## config.mk

```make
export PLATFORM = sky130hd
export DESIGN_NAME = env_packet_framer
export DESIGN_NICKNAME = d
export VERILOG_FILES = /design/src/design/envpf_pkg.sv /design/src/design/envpf_front.sv /design/src/design/envpf_queue.sv /design/src/design/envpf_serializer.sv /design/src/design/env_packet_framer.sv
export SDC_FILE = /design/constraint.sdc
export NUM_CORES = 1
export LEC_CHECK = 0
export BUFFER_PORTS_ARGS = -buffer_cell sky130_fd_sc_hd__buf_4
export CAP_MARGIN = 10
export CELL_PAD_IN_SITES_DETAIL_PLACEMENT = 0
export CELL_PAD_IN_SITES_GLOBAL_PLACEMENT = 1
export CORE_ASPECT_RATIO = 1.1
export CORE_MARGIN = 2
export CORE_UTILIZATION = 55
export CTS_BUF_LIST = sky130_fd_sc_hd__clkbuf_4 sky130_fd_sc_hd__clkbuf_8
export DETAILED_ROUTE_END_ITERATION = 12
export PLACE_DENSITY_LB_ADDON = 0.1
export SYNTH_ARGS = -nofsm -noshare
export SYNTH_HDL_FRONTEND = slang
export SYNTH_SLANG_ARGS = --single-unit
export TNS_END_PERCENT = 50
```

## constraint.sdc

```tcl
create_clock -name clk -period 12.9 [get_ports clk]
set_input_delay 0.645 -clock clk [delete_from_list [all_inputs] [get_ports clk]]
set_output_delay 0.645 -clock clk [all_outputs]
set_load 0.03 [all_outputs]
```

## src/design/envpf_pkg.sv

```systemverilog
// ----------------------------------------------------------------------------
// envpf_pkg
// Types, constants and the CRC-8 step shared by the framer modules.
// ----------------------------------------------------------------------------
package envpf_pkg;

  localparam int FRAME_LEN = 18;
  localparam int HDR_LEN   = FRAME_LEN - 1;
  localparam int IDX_W     = $clog2(FRAME_LEN);

  localparam logic [IDX_W-1:0] CRC_IDX = IDX_W'(FRAME_LEN - 1);

  localparam logic [7:0] FRAME_MAGIC   = 8'hA5;
  localparam logic [7:0] FRAME_VERSION = 8'h01;
  localparam logic [7:0] CRC_POLY      = 8'h07;
  localparam logic [7:0] CRC_INIT      = 8'h00;

  localparam logic [13:0]        HUM_MAX   = 14'd10000;
  localparam logic signed [31:0] LAT_LIMIT = 32'sd900000000;
  localparam logic signed [31:0] LON_LIMIT = 32'sd1800000000;

  // One classified measurement, ready for serialization
  typedef struct packed {
    logic [7:0]  src;
    logic [31:0] lon;
    logic [31:0] lat;
    logic [15:0] hum;
    logic [15:0] temp;
    logic [15:0] seq;
  } rec_t;

  function automatic logic [7:0] crc8_update(input logic [7:0] crc, input logic [7:0] b);
    logic [7:0] c;
    c = crc ^ b;
    for (int k = 0; k < 8; k++) begin
      if (c[7]) begin
        c = {c[6:0], 1'b0} ^ CRC_POLY;
      end else begin
        c = {c[6:0], 1'b0};
      end
    end
    return c;
  endfunction

endpackage

```

## src/design/envpf_front.sv

```systemverilog
// ----------------------------------------------------------------------------
// envpf_front
// Accepts measurement words, saturates fields, tags them with sequence
// number and source id, and pushes the record into the queue.
// ----------------------------------------------------------------------------
module envpf_front import envpf_pkg::*; (
  input  logic        clk,
  input  logic        rst_n,
  input  logic        in_tvalid,
  output logic        in_tready,
  input  logic [95:0] in_tdata,
  input  logic        cfg_valid,
  input  logic [7:0]  cfg_data,
  input  logic        push_ready,
  output logic        push_valid,
  output rec_t        push_data
);

  logic [15:0]        seq_r, seq_nxt;
  logic [7:0]         src_r, src_nxt;
  logic [15:0]        temp;
  logic [13:0]        hum;
  logic signed [31:0] lat;
  logic signed [31:0] lon;

  assign temp = in_tdata[15:0];
  assign hum  = in_tdata[29:16];
  assign lat  = 32'($signed(in_tdata[60:30]));
  assign lon  = $signed(in_tdata[92:61]);

  assign in_tready  = push_ready;
  assign push_valid = in_tvalid;

  always_comb begin
    push_data.seq  = seq_r;
    push_data.temp = temp;
    push_data.hum  = {2'b00, (hum > HUM_MAX) ? HUM_MAX : hum};
    priority if (lat > LAT_LIMIT) begin
      push_data.lat = LAT_LIMIT;
    end else if (lat < -LAT_LIMIT) begin
      push_data.lat = -LAT_LIMIT;
    end else begin
      push_data.lat = lat;
    end
    priority if (lon > LON_LIMIT) begin
      push_data.lon = LON_LIMIT;
    end else if (lon < -LON_LIMIT) begin
      push_data.lon = -LON_LIMIT;
    end else begin
      push_data.lon = lon;
    end
    push_data.src = src_r;
  end

  always_comb begin
    seq_nxt = (in_tvalid && push_ready) ? seq_r + 16'd1 : seq_r;
    src_nxt = cfg_valid ? cfg_data : src_r;
  end

  always_ff @(posedge clk) begin
    if (!rst_n) begin
      seq_r <= '0;
      src_r <= '0;
    end else begin
      seq_r <= seq_nxt;
      src_r <= src_nxt;
    end
  end

endmodule

```

## src/design/envpf_queue.sv

```systemverilog
// ----------------------------------------------------------------------------
// envpf_queue
// Small record queue between the front end and the serializer.
// ----------------------------------------------------------------------------
module envpf_queue import envpf_pkg::*; #(
  parameter int DEPTH = 2
) (
  input  logic clk,
  input  logic rst_n,
  input  logic push_valid,
  output logic push_ready,
  input  rec_t push_data,
  output logic pop_valid,
  input  logic pop,
  output rec_t pop_data
);

  localparam int PW = (DEPTH > 1) ? $clog2(DEPTH) : 1;
  localparam int CW = $clog2(DEPTH + 1);

  rec_t            mem [DEPTH];
  logic [PW-1:0]   wr_ptr_r, wr_ptr_nxt;
  logic [PW-1:0]   rd_ptr_r, rd_ptr_nxt;
  logic [CW-1:0]   count_r, count_nxt;
  logic            do_push, do_pop;

  assign push_ready = (count_r != CW'(DEPTH));
  assign pop_valid  = (count_r != '0);
  assign pop_data   = mem[rd_ptr_r];
  assign do_push    = push_valid && push_ready;
  assign do_pop     = pop && pop_valid;

  always_comb begin
    wr_ptr_nxt = wr_ptr_r;
    rd_ptr_nxt = rd_ptr_r;
    count_nxt  = count_r;
    if (do_push) begin
      wr_ptr_nxt = (wr_ptr_r == PW'(DEPTH - 1)) ? '0 : wr_ptr_r + 1'b1;
    end
    if (do_pop) begin
      rd_ptr_nxt = (rd_ptr_r == PW'(DEPTH - 1)) ? '0 : rd_ptr_r + 1'b1;
    end
    unique case ({do_push, do_pop})
      2'b10:   count_nxt = count_r + 1'b1;
      2'b01:   count_nxt = count_r - 1'b1;
      default: count_nxt = count_r;
    endcase
  end

  always_ff @(posedge clk) begin
    if (do_push) begin
      mem[wr_ptr_r] <= push_data;
    end
  end

  always_ff @(posedge clk) begin
    if (!rst_n) begin
      wr_ptr_r <= '0;
      rd_ptr_r <= '0;
      count_r  <= '0;
    end else begin
      wr_ptr_r <= wr_ptr_nxt;
      rd_ptr_r <= rd_ptr_nxt;
      count_r  <= count_nxt;
    end
  end

endmodule

```

## src/design/envpf_serializer.sv

```systemverilog
// ----------------------------------------------------------------------------
// envpf_serializer
// Walks the queue head byte by byte, runs the CRC-8 along the way and
// drives the registered output stream; pops the record on the CRC byte.
// ----------------------------------------------------------------------------
module envpf_serializer import envpf_pkg::*; (
  input  logic       clk,
  input  logic       rst_n,
  input  logic       rec_valid,
  input  rec_t       rec,
  output logic       pop,
  output logic       out_tvalid,
  input  logic       out_tready,
  output logic [7:0] out_tdata,
  output logic       out_tlast
);

  logic [HDR_LEN*8-1:0] hdr;
  logic [HDR_LEN*8-1:0] hdr_sh;
  logic [7:0]           cur_byte;
  logic                 adv, at_crc;

  logic [IDX_W-1:0] idx_r, idx_nxt;
  logic [7:0]       crc_r, crc_nxt;
  logic             vld_r, vld_nxt;
  logic [7:0]       data_r, data_nxt;
  logic             last_r, last_nxt;

  assign hdr      = {rec.src, rec.lon, rec.lat, rec.hum, rec.temp, rec.seq,
                     FRAME_VERSION, FRAME_MAGIC};
  assign hdr_sh   = hdr >> {idx_r, 3'b000};
  assign cur_byte = hdr_sh[7:0];
  assign at_crc   = (idx_r == CRC_IDX);
  assign adv      = rec_valid && (!vld_r || out_tready);
  assign pop      = adv && at_crc;

  assign out_tvalid = vld_r;
  assign out_tdata  = data_r;
  assign out_tlast  = last_r;

  always_comb begin
    idx_nxt  = idx_r;
    crc_nxt  = crc_r;
    data_nxt = data_r;
    last_nxt = last_r;
    vld_nxt  = vld_r && !out_tready;
    if (adv) begin
      vld_nxt  = 1'b1;
      last_nxt = at_crc;
      if (at_crc) begin
        data_nxt = crc_r;
        crc_nxt  = CRC_INIT;
        idx_nxt  = '0;
      end else begin
        data_nxt = cur_byte;
        crc_nxt  = crc8_update(crc_r, cur_byte);
        idx_nxt  = idx_r + 1'b1;
      end
    end
  end

  always_ff @(posedge clk) begin
    if (!rst_n) begin
      idx_r <= '0;
      crc_r <= CRC_INIT;
      vld_r <= 1'b0;
    end else begin
      idx_r <= idx_nxt;
      crc_r <= crc_nxt;
      vld_r <= vld_nxt;
    end
  end

  always_ff @(posedge clk) begin
    data_r <= data_nxt;
    last_r <= last_nxt;
  end

endmodule

```

## src/design/env_packet_framer.sv

```systemverilog
// ----------------------------------------------------------------------------
// env_packet_framer
// Builds an 18-byte CRC-8 protected frame from each measurement word.
//
//  port group   dir   payload
//  in_*         in    temperature, humidity, latitude, longitude
//  out_*        out   one frame byte per word, tlast on the CRC byte
//  cfg_*        in    source id (8 bits)
//
// Each measurement becomes 18 frame bytes, one byte per cycle while out_tready
// is high, set by the byte serializer; queued frames leave back to back, no gaps.
// Input words are taken while the record queue has room, so a new word is
// accepted while the previous frame is still being sent.
// Reset (synchronous, active low) clears the sequence number, source id,
// queue and output stage. A stalled out_tready freezes the serializer.
// ----------------------------------------------------------------------------
module env_packet_framer import envpf_pkg::*; #(
  parameter int QUEUE_DEPTH = 2
) (
  input  logic        clk,
  input  logic        rst_n,
  input  logic        in_tvalid,
  output logic        in_tready,
  input  logic [95:0] in_tdata,   // temperature_centi[15:0], humidity_centi[29:16],
                                  // latitude_e7[60:30], longitude_e7[92:61], zero pad
  output logic        out_tvalid,
  input  logic        out_tready,
  output logic [7:0]  out_tdata,  // frame_byte[7:0]
  output logic        out_tlast,
  input  logic        cfg_valid,
  output logic        cfg_ready,
  input  logic [7:0]  cfg_data    // source_id[7:0]
);

  logic push_valid, push_ready, pop_valid, pop;
  rec_t push_data, pop_data;

  assign cfg_ready = 1'b1;

  envpf_front u_front (
    .clk        (clk),
    .rst_n      (rst_n),
    .in_tvalid  (in_tvalid),
    .in_tready  (in_tready),
    .in_tdata   (in_tdata),
    .cfg_valid  (cfg_valid),
    .cfg_data   (cfg_data),
    .push_ready (push_ready),
    .push_valid (push_valid),
    .push_data  (push_data)
  );

  envpf_queue #(
    .DEPTH (QUEUE_DEPTH)
  ) u_queue (
    .clk        (clk),
    .rst_n      (rst_n),
    .push_valid (push_valid),
    .push_ready (push_ready),
    .push_data  (push_data),
    .pop_valid  (pop_valid),
    .pop        (pop),
    .pop_data   (pop_data)
  );

  envpf_serializer u_ser (
    .clk        (clk),
    .rst_n      (rst_n),
    .rec_valid  (pop_valid),
    .rec        (pop_data),
    .pop        (pop),
    .out_tvalid (out_tvalid),
    .out_tready (out_tready),
    .out_tdata  (out_tdata),
    .out_tlast  (out_tlast)
  );

endmodule
```

==> run summary, run 1 <==
gpl congestion: 0.897
VDD IR-drop max: 84.3 uV
dpl cell area: 14000 um2
crit-path max FO: 47
Hold WS: 0.283 ns
largest net degree at the start of global routing: 68
minimum clock period: 4.16 ns
ys flop type: edfxtp_1
# DRC: 0
Post-Syn Area: 13000 um2
drt wl/cell: 20.5 um
vias per cell: 5.90
Post-Route WL: 28.3 mm
wire length on met3: 1.54 mm
fin. max-slew vios: 0
PortBufs: 116
flop and latch count out of synthesis: 286
Setup Fix Bufs, Post-CTS: 0
distinct cell type count after synthesis: 79
Worst-Margin Slew: 0.990 ns
Final period util: 32.2%
total CTS buffers: 46
status: completed
yosys warns: 0
final hold violation count: 0
Worst-Skew Late Latency: 0.55 ns
nature of the critical path startpoint: register
# H-tree levels: 2
worst path cell trace: buf_4 -> mux4_1 -> mux2i_1 -> mux2i_1 -> o22ai_2 -> xor2_1 -> xnor3_1 -> or3_1 -> a31oi_1
Final Instance Area: 15000 um2
area delta synth->final: 15.4%
Core Util, Final: 65.1%
RR Endpoint: u_ser.crc_r[4]$_SDFFE_PN0N_
top sig layer: met4
syn nets: 1033
multiplexer share of the synthesized area: 12.4%
RSZ-0062 raised after global routing: false
Overall Global Routing Usage: 23.5%
diode count: 0
Worst Setup End Kind: register
number of synthesized flops with an enable pin: 243
number of global-route vias before repair: 8034
Clk pin slew, worst setup/hold paths: 0.06 ns
Nets: 1158
# clock sinks: 286
WP data required: 13.36 ns
initial antenna violation count: 0
simple-gate area share of the yosys netlist: 10.9%
sequential area share after synthesis: 62.9%
dpl cells: 1294
CTS tree: yes
Die Wd: 150 um
worst hold start: in_tdata[4]
CORE AREA: 23000 um2
Slew HR: 33.4%
xor/xnor share of the synthesized area: 2.61%
syn_area_per_cell: 14.1 um2
1st-pass router iterations: 5
Sum Neg Setup Slack: 0 ns
die area: 24800 um2
Setup Viol. Count Final: 0
achievable frequency: 0.241 GHz
DR vias: 8139
Clock Tree Buf Depth: 3
post-route ant nets: 0
flop2flop setup slack: 8.74 ns
Fin Clk Skew: 0.0145 ns
adder-cell area share of the yosys netlist: 0.579%
critical path data arrival time: 4.62 ns
initial core utilization: 56.4%
Power Dens Cells: 151 nW/um2
CP max-delay cell: buf_4
WL met1: 12.1 mm
Min-Delay Path Depth: 1
Static Leakage: 5.39 nW
# hold bufs at CTS: 0
post-DP HPWL: 19.2 mm
grt ovf: 0
cell count after synthesis: 918
hold path endpoint: u_queue.mem[0][20]$_DFFE_PP_
complex-gate fraction of the synthesized area: 7.70%
FF-to-FF path depth: 9
Hold WC Path Type: input port to register
WL met2: 14.0 mm
largest family of logic cells by synthesized area: multiplexers
initial DRC count: 645
Max-cap violations: 0
layout cells sized above 1: 25.7%
# rows: 58
Crit path largest cell delay: 0.76 ns
IO Pins: 121
Clk Tree Root Cell: clkbuf_8
most used cell, CP: mux2i_1
first-pass GRT wire length: 44.3 mm
Post-synth ARST share: 0%
fin cells: 1379
Die Y: 165 um
critical path type: register to register
post_cts resized: 0
-- Yosys cell counts, drive strengths merged (3+ instances only) --
cell type / n / area, um2
nor3b: 11 / 82.6
clkbuf: 30 / 113
edfxtp: 243 / 7300
mux2: 27 / 304
nor3: 7 / 35.0
o21ai: 33 / 165
or4: 6 / 45.0
and4: 4 / 35.0
nand3: 27 / 135
nor4bb: 3 / 30.0
a211oi: 4 / 35.0
inv: 26 / 97.6
and3: 8 / 50.1
nor2b: 8 / 50.1
or2: 6 / 37.5
o22ai: 6 / 43.8
mux4: 42 / 972
buf: 19 / 158
a21oi: 28 / 140
nor4b: 4 / 35.0
mux2i: 33 / 330
xor2: 17 / 156
o211ai: 3 / 27.5
nor4: 10 / 62.6
nand2: 42 / 158
a21o: 13 / 97.6
ha: 6 / 75.1
nor2: 73 / 274
xnor2: 8 / 70.1
xnor3: 5 / 113
or3: 12 / 75.1
o21a: 11 / 82.6
nand3b: 4 / 30.0
o41ai: 5 / 43.8
a22oi: 4 / 30.0
nand2b: 8 / 50.1
and2: 20 / 125
dfxtp: 43 / 861
o31ai: 4 / 30.0
nand4: 13 / 81.3
a31oi: 9 / 56.3
-- critical path: cells and delay by family (launching register included) --
family | cells | cell delay [ns]
compound gates | 2 | 0.49
xor+xnor | 2 | 0.72
buf+inv | 1 | 0.76
flops | 1 | 0.74
mux | 3 | 1.03
simple gates | 1 | 0.31
-- flip-flops by register name, indices dropped and copies added, names as in the netlist, named ones only --
signal            flops
u_queue.mem         234
u_front.seq_r        16
u_front.src_r         8
u_ser.crc_r           8
u_ser.out_tdata       8
u_ser.idx_r           5
u_queue.count_r       2
u_queue.rd_ptr_r      1
u_queue.wr_ptr_r      1
u_ser.out_tlast       1
u_ser.out_tvalid      1
-- power by group --
group	leakage (nW)	switching (mW)	internal [mW]	total, mW
logic	2.29	0.198	0.158	0.356
registers	2.63	0.0400	1.10	1.14
clock network	0.480	0.336	0.434	0.770
-- per-layer routing --
layer  vias to the layer above  global-route usage, %
li1                       3829                      -
met1                      3999                   32.2
met2                       268                   39.3
met3                        43                   4.12
met4                         0                   6.26
met5                         -                      0
-- cells in the final DEF (no fill, tap or decap), types with 6 or more instances in the layout --
cell and n:
xor2_1 16, a21o_1 13, a21oi_1 27, xnor2_1 8, nand2b_1 8, edfxtp_1 243, mux2i_1 33, nor4_1 10
o21a_1 11, and3_1 7, nand3_1 27, nand2_1 42, or3_1 12, dfxtp_1 42, mux4_1 7, buf_4 125
nand4_1 13, a31oi_1 9, nor2_1 72, o21ai_0 33, ha_1 6, nor3_1 7, or4_1 6, and2_1 20
nor2b_1 8, mux2_2 27, inv_1 24, clkbuf_4 15, mux4_2 35, clkinv_1 16, nor3b_1 11, clkbuf_8 49
-- final cells by class --
type                            count  area [um2]
Clock inverter                     20         138
Timing Repair Buffer              126         950
Clock buffer                       64         787
Tap cell                          300         375
Multi-Input combinational cell    555        4460
Inverter                           28         105
Sequential cell                   286        8160
Fill cell                        1728        8030
-- per-stage QoR --
stage | setup slack, ns | power (mW)
after floorplan | 6.22 | 1.40
after global placement | 8.67 | 1.51
after detailed placement | 8.67 | 1.52
after CTS | 8.64 | 2.29
after global routing | 8.46 | 2.36
final | 8.74 | 2.27
-- kinds of logic (layout without fill, tap and decap cells) --
group	after synthesis	count (layout)
flops	286	286
simple gates	269	269
compound gates	147	147
mux	102	102
buf+inv	77	238
xor+xnor	30	30
fa+ha+maj	6	6
other cells	1	1
-- how the worst max path moves through the flow --
stage | cells past startpoint | endpoint | start
after floorplan | 5 | u_queue.mem[0][0]$_DFFE_PP_ | u_queue.count_r[0]$_SDFFE_PN0P_
after global placement | 9 | u_ser.crc_r[5]$_SDFFE_PN0N_ | register
after detailed placement | 9 | u_ser.crc_r[5]$_SDFFE_PN0N_ | register
after CTS | 9 | u_ser.crc_r[5]$_SDFFE_PN0N_ | register
after global routing | 9 | u_ser.crc_r[4]$_SDFFE_PN0N_ | register
final | 9 | u_ser.crc_r[4]$_SDFFE_PN0N_ | register
(Power assumes the default switching activity.)
==> inputs of run 2 (changes only) <==
CORE_UTILIZATION = 51   (was 55)
clock period = 3.9 ns   (was 12.9 ns; I/O delays follow)
==> run summary, run 2 (synthesis results as in run 1) <==
Overall Global Routing Usage: 22.7%
DP Worst Slack: 0.663 ns
# H-tree levels: 2
Multi-input gate area: 4460 um2
Seq pwr share: 49.8%
Post-Route WL: 29.8 mm
Pwr Total: 7.54 mW
worst hold start: cfg_valid
Clk pin slew, worst setup/hold paths: 0.07 ns
drt wl/cell: 20.2 um
fillers: 1915
diode count: 0
max FFs per register: 234
initial DRC count: 721
DR vias: 8428
Setup Viol. Count Final: 0
RR Endpoint: u_ser.crc_r[4]$_SDFFE_PN0N_
Max-cap violations: 0
FF-to-FF path depth: 8
# DRC: 0
CORE AREA: 25100 um2
Final period util: 83.0%
Clock Tree Buf Depth: 3
crit-path max FO: 46
hold path endpoint: u_front.src_r[0]$_SDFFE_PN0P_
# rows: 61
Worst-Margin Slew: 0.990 ns
most frequent cells in the layout: edfxtp_1, buf_4, dlygate4sd3_1
sequential cell area: 8160 um2
VDD IR-drop max: 313 uV
largest registers: u_queue.mem: 234 flops, u_front.seq_r: 16 flops
layout cells sized above 1: 24.8%
P_int: 5.59 mW
flop2flop setup slack: 0.66 ns
Setup Fix Bufs, Post-CTS: 0
CTS tree: yes
1st-pass router iterations: 5
largest net degree at the start of global routing: 55
fin. max-slew vios: 0
Static Leakage: 5.75 nW
post-DP HPWL: 19.8 mm
critical path type: register to register
critical path data arrival time: 3.70 ns
RSZ-0062 raised after global routing: false
gpl congestion: 0.851
grt ovf: 0
Hold WC Path Type: input port to register
achievable frequency: 0.309 GHz
Die Y: 171 um
fin cells: 1474
area delta synth->final: 22.1%
most common cell after layout, fill and taps aside: edfxtp_1
Fin Clk Skew: 0.0199 ns
initial core utilization: 51.7%
initial antenna violation count: 0
NetSw: 1.95 mW
first-pass GRT wire length: 46.2 mm
Final Instance Area: 15800 um2
Sum Neg Setup Slack: 0 ns
final worst slack: 0.662 ns
Die Wd: 156 um
Min-Delay Path Depth: 3
dpl cells: 1317
Power Dens Cells: 476 nW/um2
Nets: 1239
number of global-route vias before repair: 8488
Worst-Skew Late Latency: 0.55 ns
dpl cell area: 14200 um2
final hold violation count: 0
post_cts resized: 0
die area: 26700 um2
WP data required: 4.36 ns
Top reg by flops: u_queue.mem
Worst Setup End Kind: register
Clock power frac: 33.1%
nature of the critical path startpoint: register
switching share of power: 25.8%
total CTS buffers: 46
# clock sinks: 286
vias per cell: 5.72
status: completed
Combinational Power Share: 17.1%
post-route ant nets: 0
Slew HR: 33.5%
PortBufs: 116
Clk Tree Root Cell: clkbuf_8
minimum clock period: 3.24 ns
# hold bufs at CTS: 74
IO Pins: 121
[run 2: metal layers]
layer  share of wire (%)  global-route usage [%]  vias to the layer above
li1                    -                       -                     3981
met2                  50                    38.4                      285
met3                 5.5                    3.60                       49
met1                  42                    30.5                     4113
met4                 2.3                    7.18                        0
met5                   0                       0                        -
[run 2: how the worst max path moves through the flow]
stage	end	slack [ns]	cells after the start
3_3_place_gp	u_ser.crc_r[4]$_SDFFE_PN0N_	0.67	8
4_1_cts	u_ser.crc_r[5]$_SDFFE_PN0N_	0.63	9
3_5_place_dp	u_ser.crc_r[5]$_SDFFE_PN0N_	0.66	9
2_1_floorplan	u_queue.mem[1][0]$_DFFE_PP_	-0.12	2
5_1_grt	u_ser.crc_r[4]$_SDFFE_PN0N_	0.57	9
6_report	u_ser.crc_r[4]$_SDFFE_PN0N_	0.66	8
[run 2: final cells by class]
cell class                 instances  area share [%]
sequential                       286            51.5
clock buffer                      62            4.87
multi-input combinational        555            28.1
timing repair buffer             207            11.5
tap                              315            2.49
clock inverter                    21           0.805
inverter                          28           0.663
[run 2: through the flow]
step	hold slack, ns	util [%]
after global routing	0.0148	63.1
after CTS	0.00229	63.1
after global placement	0.382	56.6
after detailed placement	0.386	56.6
after floorplan	0.294	-
final	0.0408	63.1
[run 2: critical path: stages, from the launching register on]
cell,delay [ns]
dfxtp_4,0.37
buf_12,0.30
mux4_1,0.66
mux4_2,0.52
o221a_2,0.35
xor2_1,0.20
xnor3_1,0.25
or3_1,0.31
a31oi_1,0.15
[run 2: power groups by stage]
stage	clock, mW	combinational, mW	sequential [mW]
global placement	0	1.22	3.81
finish	2.50	1.29	3.76
global route	2.69	1.40	3.78
detailed placement	0	1.23	3.82
CTS	2.57	1.29	3.76
floorplan	0	0.798	3.82
